<file path="src/run_length_encoder_decimal_defines.svh">
// ----------------------------------------------------------------------------
// Run-length encoder assertion macros
// Concurrent assertion shorthands, removed in synthesis builds.
// ----------------------------------------------------------------------------
`ifndef RUN_LENGTH_ENCODER_DECIMAL_DEFINES_SVH
`define RUN_LENGTH_ENCODER_DECIMAL_DEFINES_SVH

`ifndef SYNTHESIS
`define RLED_ASSERT_IMP(label, clk, rst, ante, cons, msg) \
  label: assert property (@(posedge clk) disable iff (rst) (ante) |-> (cons)) \
    else $error(msg);
`define RLED_ASSERT_NXT(label, clk, rst, ante, cons, msg) \
  label: assert property (@(posedge clk) disable iff (rst) (ante) |=> (cons)) \
    else $error(msg);
`else
`define RLED_ASSERT_IMP(label, clk, rst, ante, cons, msg)
`define RLED_ASSERT_NXT(label, clk, rst, ante, cons, msg)
`endif

`endif

</file>
<file path="src/rled_pkg.sv">
// ----------------------------------------------------------------------------
// Run-length encoder package
// Shared constants and controller/datapath interface structs.
// ----------------------------------------------------------------------------
`default_nettype none

package rled_pkg;

  localparam int COUNT_DIGITS_DEF = 5;
  localparam int BYTE_W           = 8;
  localparam int BCD_W            = 4;
  localparam logic [BYTE_W-1:0] ASCII_ZERO = 8'h30;

  typedef struct packed {
    logic capture;
    logic start_run;
    logic incr;
    logic set_msg;
    logic clr_msg;
    logic load_idx;
    logic dec_idx;
    logic emit_lit;
    logic emit_digit;
    logic last_step;
    logic last_msg;
  } rled_cmd_t;

  typedef struct packed {
    logic in_message;
    logic match;
    logic end_q;
    logic idx_zero;
    logic out_free;
  } rled_status_t;

endpackage

`default_nettype wire

</file>
<file path="src/rled_datapath.sv">
// ----------------------------------------------------------------------------
// Run-length encoder datapath
// Run state, BCD counter, digit walker and output register.
// ----------------------------------------------------------------------------
`default_nettype none
`include "run_length_encoder_decimal_defines.svh"

module rled_datapath #(
  parameter int COUNT_DIGITS = rled_pkg::COUNT_DIGITS_DEF
) (
  input  wire logic                       clk,
  input  wire logic                       rst,
  input  wire logic [rled_pkg::BYTE_W-1:0] in_byte,
  input  wire logic                       end_of_message,
  input  wire rled_pkg::rled_cmd_t        cmd,
  output rled_pkg::rled_status_t          status,
  output logic                            out_valid,
  input  wire logic                       out_ready,
  output logic [rled_pkg::BYTE_W-1:0]     out_byte,
  output logic                            last_of_step,
  output logic                            last_of_message,
  output logic                            count_saturated
);
  import rled_pkg::*;

  localparam int CNT_W = BCD_W * COUNT_DIGITS;
  localparam int IDX_W = (COUNT_DIGITS > 1) ? $clog2(COUNT_DIGITS) : 1;

  logic [BYTE_W-1:0] byte_q;
  logic              end_q;
  logic [BYTE_W-1:0] run_char;
  logic [CNT_W-1:0]  run_count;
  logic [CNT_W-1:0]  run_count_next;
  logic              in_message;
  logic              run_clipped;
  logic              all_nines;
  logic [IDX_W-1:0]  idx;
  logic [IDX_W-1:0]  top_idx;
  logic [BCD_W-1:0]  digit;
  logic [BCD_W-1:0]  digit_sat;
  logic              out_free;

  // BCD increment with ripple carry
  always_comb begin
    logic       carry;
    logic [3:0] v;
    carry          = 1'b1;
    all_nines      = 1'b1;
    run_count_next = run_count;
    for (int d = 0; d < COUNT_DIGITS; d++) begin
      v = run_count[d*BCD_W +: BCD_W];
      if (v != 4'd9) begin
        all_nines = 1'b0;
      end
      if (carry) begin
        if (v >= 4'd9) begin
          run_count_next[d*BCD_W +: BCD_W] = 4'd0;
        end else begin
          run_count_next[d*BCD_W +: BCD_W] = v + 4'd1;
          carry = 1'b0;
        end
      end
    end
  end

  // most significant nonzero digit
  always_comb begin
    top_idx = '0;
    for (int d = 0; d < COUNT_DIGITS; d++) begin
      if (run_count[d*BCD_W +: BCD_W] != 4'd0) begin
        top_idx = IDX_W'(d);
      end
    end
  end

  assign digit     = run_count[idx*BCD_W +: BCD_W];
  assign digit_sat = (digit > 4'd9) ? 4'd9 : digit;
  assign out_free  = !out_valid || out_ready;

  assign status.in_message = in_message;
  assign status.match      = (byte_q == run_char);
  assign status.end_q      = end_q;
  assign status.idx_zero   = (idx == '0);
  assign status.out_free   = out_free;

  always_ff @(posedge clk) begin
    if (rst) begin
      run_char    <= '0;
      run_count   <= '0;
      in_message  <= 1'b0;
      run_clipped <= 1'b0;
      out_valid   <= 1'b0;
    end else begin
      if (cmd.start_run) begin
        run_char    <= byte_q;
        run_count   <= CNT_W'(1);
        run_clipped <= 1'b0;
      end else if (cmd.incr) begin
        if (all_nines) begin
          run_clipped <= 1'b1;
        end else begin
          run_count <= run_count_next;
        end
      end
      if (cmd.set_msg) begin
        in_message <= 1'b1;
      end else if (cmd.clr_msg) begin
        in_message <= 1'b0;
      end
      if (cmd.emit_lit || cmd.emit_digit) begin
        out_valid <= 1'b1;
      end else if (out_ready) begin
        out_valid <= 1'b0;
      end
    end
  end

  always_ff @(posedge clk) begin
    if (cmd.capture) begin
      byte_q <= in_byte;
      end_q  <= end_of_message;
    end
    if (cmd.load_idx) begin
      idx <= top_idx;
    end else if (cmd.dec_idx) begin
      idx <= idx - 1'b1;
    end
    if (cmd.emit_lit) begin
      out_byte        <= byte_q;
      last_of_step    <= cmd.last_step;
      last_of_message <= 1'b0;
      count_saturated <= 1'b0;
    end else if (cmd.emit_digit) begin
      out_byte        <= ASCII_ZERO + BYTE_W'(digit_sat);
      last_of_step    <= cmd.last_step;
      last_of_message <= cmd.last_msg;
      count_saturated <= run_clipped;
    end
  end

  `RLED_ASSERT_IMP(a_emit_slot, clk, rst, cmd.emit_lit || cmd.emit_digit, out_free,
    "result emitted while output register occupied")
  `RLED_ASSERT_IMP(a_emit_one, clk, rst, cmd.emit_lit, !cmd.emit_digit,
    "literal and digit emitted together")
  `RLED_ASSERT_IMP(a_digit_in_msg, clk, rst, cmd.emit_digit, in_message,
    "count digit emitted outside a message")
  `RLED_ASSERT_IMP(a_count_live, clk, rst, in_message, run_count != '0,
    "zero run count inside a message")
  `RLED_ASSERT_NXT(a_clip_hold, clk, rst, cmd.incr && all_nines, run_clipped,
    "saturated increment did not set clip flag")

endmodule

`default_nettype wire

</file>
<file path="src/rled_ctrl.sv">
// ----------------------------------------------------------------------------
// Run-length encoder controller
// Sequences literal and count digit emission for each transaction.
// ----------------------------------------------------------------------------
`default_nettype none

module rled_ctrl (
  input  wire logic                  clk,
  input  wire logic                  rst,
  input  wire logic                  in_valid,
  output logic                       in_ready,
  input  wire rled_pkg::rled_status_t status,
  output rled_pkg::rled_cmd_t        cmd
);
  import rled_pkg::*;

  localparam logic [2:0] S_IDLE    = 3'd0;
  localparam logic [2:0] S_EVAL    = 3'd1;
  localparam logic [2:0] S_CNT_OLD = 3'd2;
  localparam logic [2:0] S_LIT     = 3'd3;
  localparam logic [2:0] S_PREP    = 3'd4;
  localparam logic [2:0] S_CNT_END = 3'd5;

  logic [2:0] state;
  logic [2:0] state_next;

  assign in_ready = (state == S_IDLE);

  always_comb begin
    state_next = state;
    cmd        = '0;
    unique case (state)
      S_IDLE: begin
        if (in_valid) begin
          cmd.capture = 1'b1;
          state_next  = S_EVAL;
        end
      end
      S_EVAL: begin
        if (!status.in_message) begin
          cmd.start_run = 1'b1;
          cmd.set_msg   = 1'b1;
          state_next    = S_LIT;
        end else if (status.match) begin
          cmd.incr   = 1'b1;
          state_next = status.end_q ? S_PREP : S_IDLE;
        end else begin
          cmd.load_idx = 1'b1;
          state_next   = S_CNT_OLD;
        end
      end
      S_CNT_OLD: begin
        if (status.out_free) begin
          cmd.emit_digit = 1'b1;
          if (status.idx_zero) begin
            cmd.start_run = 1'b1;
            state_next    = S_LIT;
          end else begin
            cmd.dec_idx = 1'b1;
          end
        end
      end
      S_LIT: begin
        if (status.out_free) begin
          cmd.emit_lit  = 1'b1;
          cmd.last_step = !status.end_q;
          state_next    = status.end_q ? S_PREP : S_IDLE;
        end
      end
      S_PREP: begin
        cmd.load_idx = 1'b1;
        state_next   = S_CNT_END;
      end
      S_CNT_END: begin
        if (status.out_free) begin
          cmd.emit_digit = 1'b1;
          if (status.idx_zero) begin
            cmd.last_step = 1'b1;
            cmd.last_msg  = 1'b1;
            cmd.clr_msg   = 1'b1;
            state_next    = S_IDLE;
          end else begin
            cmd.dec_idx = 1'b1;
          end
        end
      end
      default: begin
        state_next = S_IDLE;
      end
    endcase
  end

  always_ff @(posedge clk) begin
    if (rst) begin
      state <= S_IDLE;
    end else begin
      state <= state_next;
    end
  end

endmodule

`default_nettype wire

</file>
<file path="src/run_length_encoder_decimal.sv">
// Sequencing: an input byte is captured in S_IDLE and evaluated in S_EVAL;
//   a repeated byte that ends its message passes through S_PREP first.
// A new byte is accepted only in S_IDLE, after all results of the last one are issued;
//   the controller emits one result per cycle while the output register is free.
// Output stalls hold the controller in its emitting state.
// Reset: synchronous; clears run state, message flag and output valid.
// ----------------------------------------------------------------------------
// Run-length encoder, decimal counts
// Top level: controller and datapath joined by command/status structs.
// ----------------------------------------------------------------------------
`default_nettype none

module run_length_encoder_decimal #(
  parameter int COUNT_DIGITS = rled_pkg::COUNT_DIGITS_DEF
) (
  input  wire logic                       clk,
  input  wire logic                       rst,
  input  wire logic                       in_valid,
  output logic                            in_ready,
  input  wire logic [rled_pkg::BYTE_W-1:0] in_byte,
  input  wire logic                       end_of_message,
  output logic                            out_valid,
  input  wire logic                       out_ready,
  output logic [rled_pkg::BYTE_W-1:0]     out_byte,
  output logic                            last_of_step,
  output logic                            last_of_message,
  output logic                            count_saturated
);
  import rled_pkg::*;

  rled_cmd_t    cmd;
  rled_status_t status;

  rled_ctrl u_ctrl (
    .clk      (clk),
    .rst      (rst),
    .in_valid (in_valid),
    .in_ready (in_ready),
    .status   (status),
    .cmd      (cmd)
  );

  rled_datapath #(
    .COUNT_DIGITS (COUNT_DIGITS)
  ) u_datapath (
    .clk             (clk),
    .rst             (rst),
    .in_byte         (in_byte),
    .end_of_message  (end_of_message),
    .cmd             (cmd),
    .status          (status),
    .out_valid       (out_valid),
    .out_ready       (out_ready),
    .out_byte        (out_byte),
    .last_of_step    (last_of_step),
    .last_of_message (last_of_message),
    .count_saturated (count_saturated)
  );

endmodule

`default_nettype wire

</file>
<file path="config.mk">
export PLATFORM = sky130hd
export DESIGN_NAME = run_length_encoder_decimal
export DESIGN_NICKNAME = d
export VERILOG_FILES = /design/src/rled_pkg.sv /design/src/rled_datapath.sv /design/src/rled_ctrl.sv /design/src/run_length_encoder_decimal.sv
export VERILOG_INCLUDE_DIRS = /design/src /design/src/src
export SDC_FILE = /design/constraint.sdc
export NUM_CORES = 1
export LEC_CHECK = 0
export BUFFER_PORTS_ARGS = -buffer_cell sky130_fd_sc_hd__buf_2
export CAP_MARGIN = 0
export CORE_UTILIZATION = 55
export CTS_CLUSTER_DIAMETER = 80
export DETAILED_ROUTE_END_ITERATION = 16
export PLACE_DENSITY = 0.75
export RECOVER_POWER = 25
export SYNTH_ARGS = -nofsm -noshare
export SYNTH_HDL_FRONTEND = slang
export SYNTH_HIERARCHICAL = 1
export SYNTH_SLANG_ARGS = --single-unit
</file>
<file path="constraint.sdc">
create_clock -name clk -period 4.6 [get_ports clk]
set_input_delay 0.23 -clock clk [delete_from_list [all_inputs] [get_ports clk]]
set_output_delay 0.23 -clock clk [all_outputs]
set_load 0.1 [all_outputs]
</file>
==> summary.md <==
| Metric | Value |
|---|---|
| Crit-path max cell delay | `0.67 ns` |
| Worst Setup Slack post-DPL | `1.868 ns` |
| Depth of the CTS H-tree | `3` |
| Final net count | `374` |
| Die Wd | `77.42 microns` |
| Worst setup EP type | `flip-flop` |
| Cell leakage power | `1.241 nW` |
| Classification of the worst setup path | `reg -> reg` |
| Total GRT Usage | `0.2380` |
| Peak Freq | `357.9 MHz` |
| Worst-path fanout max | `8` |
| Post-CTS sizing | `0` |
| Worst setup margin | `1.806 ns` |
| Routed wire length | `6485 microns` |
| Hold Fails Final Rpt | `0` |
| I/O Pins | `26` |
| Layout cells sized above 1 | `0.1375` |
| Cts hold-fix bufs | `0` |
| Final ANT Viol Nets | `0` |
| Ant diodes | `0` |
| Hold Path Class | `in -> reg` |
| Clock-pin slew on the worst setup and hold paths | `0.07 ns` |
| Slew @ Worst Pin | `1.194 ns` |
| R2r worst-path depth | `9` |
| Minimum clock period after layout | `2.794 ns` |
| Detailed placement HPWL | `4581 microns` |
| Main synth FF type | `dfxtp_1` |
| First DRT Iteration DRCs | `207` |
| Initial core utilization | `0.5681` |
| Clock skew | `0.009210 ns` |
| Largest net degree at the start of global routing | `19` |
| Clock root buffer | `clkbuf_8` |
| TNS Setup | `0 ns` |
| Post-synth top area cell | `dfxtp_1` |
| Remaining global-route overflow | `0` |
| Final design utilization | `0.6267` |
| Fraction of registers with async set/reset | `0` |
| Element type at the critical path start | `flip-flop` |
| Unrepaired setup endpoints after global routing | `false` |
| Post-synth EDFFs | `21` |
| Worst vdd rail ir drop | `0.3544 mV` |
| Die area | `5993 sq um` |
| Vias in the first global route | `2239` |
| Top cells by area, synth | `dfxtp_1, edfxtp_1, ha_1` |
| Ys Warns | `6` |
| Mapped Area | `3128 sq um` |
| Die height | `77.42 microns` |
| Routability cong. | `0.9110` |
| Leading cell types by count after synthesis | `dfxtp_1, nor2_1, edfxtp_1, a21oi_1` |
| Antenna violations before repair | `0` |
| Post-synthesis average cell area | `9.745 sq um` |
| Mapped Cells | `321` |
| Slew headroom | `0.2075` |
| # clock sinks | `57` |
| First-pass iteration count of the detailed router | `4` |
| Syn nets | `351` |
| Top cell type's share of synthesized area | `0.2304` |
| Placement Cell Area | `3279 sq um` |
| I/O Buffers | `25` |
| Status | `completed` |
| Cell variety after synth | `59` |
| Design Area, Final | `3451 sq um` |
| PwrDens | `560.4 nW/um^2` |
| Worst EP arrival | `3.07 ns` |
| Crit path required time | `4.87 ns` |
| Crit path cell chain | `xnor2_1, nand4_1, nor2_1, nand2_1, nor2_1, o41a_2, nand4_1, or4b_2, a21oi_1` |
| Max Slew Vio Count | `0` |
| DRC viols | `0` |
| P&R area growth vs syn | `10.32%` |
| Hold path depth | `1` |
| Max_cap viols | `0` |
| Total number of vias | `2428` |
| Count leader, synth | `dfxtp_1` |
| Inst Count DP | `405` |
| Global-route wire length before repair | `10910 microns` |
| CTS buffer count | `9` |
| Post-CTS setup buffers | `0` |
| Cell Count, Final, Fillers Out | `421` |
| Row cnt | `27` |
| Via density | `5.767` |
| CTS tree | `built` |
| R2r setup slk | `1.81 ns` |
| Setup Viol. Count Final | `0` |
| Seq cells post-synth | `57` |
| Slowest-stage cell, CP | `or4b_2` |
| Total core area | `5507 sq um` |
| CTS Buffer Depth | `2` |
| Clock Latency Late Sink | `0.34 ns` |
| Seq/Total Area, Yosys | `0.4320` |
| Routed wire per std cell | `15.40 microns` |
| Part of the cycle the worst path needs | `0.6074` |
[per-layer routing]
layer	track usage	routed length, microns
met2	0.3478	2922
met3	0.04118	310
met5	0	0
met4	0.1377	135
met1	0.3301	3116
[cells in the final DEF, fill, tap and decap left out, types with 4 or more instances in the layout]
cell,count
nor2_1,31
nand2_1,18
inv_1,18
xnor2_1,9
ha_1,17
clkbuf_1,13
dfxtp_1,36
nor3b_1,7
mux2_2,6
a21oi_1,19
clkbuf_8,9
nand3_1,8
mux2i_1,12
nor2b_1,7
nand4b_1,5
nand4_1,4
nand2b_1,8
buf_2,13
nor3_1,7
o31ai_1,4
edfxtp_1,21
o21ai_0,16
[final cells by class]
class	instances	area, sq um
Clock buffer	10	127.6
Inverter	18	67.56
Sequential cell	57	1351
Timing Repair Buffer	27	125.1
Fill cell	474	2056
Tap cell	72	90.09
Multi-Input combinational cell	231	1630
Clock inverter	6	58.81
[path summary, 6_finish.rpt]
path                                                 end                    from
worst max-delay path            u_datapath/run_count[18]    u_datapath/byte_q[7]
worst min-delay path                    u_datapath/end_q          end_of_message
worst max register to register  u_datapath/run_count[18]    u_datapath/byte_q[7]
worst min register to register    u_datapath/run_clipped  u_datapath/run_clipped
[report_power, final]
group | switching, W | internal, W | leakage (nW) | total, W
Clock | 0.000201 | 0.000246 | 0.0897 | 0.000447
Sequential | 0.000128 | 0.000655 | 0.484 | 0.000783
Combinational | 0.000490 | 0.000214 | 0.667 | 0.000704
[worst max-delay path: cells and delay by family (launching register included)]
kind / cells / cell delay [ns]
simple gates: 6 / 1.65
compound gates: 2 / 0.45
flops: 1 / 0.44
xor+xnor: 1 / 0.19
[kinds of logic after synthesis]
group,share of synthesized area
muxes,0.06720
DFF,0.4320
adders and majority gates,0.06800
buffers and inverters,0.04680
AOI/OAI and AO/OA,0.1576
and+or+nand+nor,0.2032
xor gates and xnor gates,0.02520
[state kept, by name, indices dropped and copies added (netlist names), 3 cells and up]
register / count
u_ctrl/state: 3
u_datapath/run_count: 20
u_datapath/run_char: 8
u_datapath/out_byte: 8
u_datapath/byte_q: 8
u_datapath/idx: 3
[per-stage QoR]
stage          power, W  hold WS [ns]
2_1_floorplan  0.001377        0.2991
3_3_place_gp   0.001484        0.4084
3_5_place_dp   0.001499        0.4081
4_1_cts        0.001944       0.05144
5_1_grt        0.002039       0.05440
6_report       0.001934       0.05549
Power figures use the tool's default switching activity.
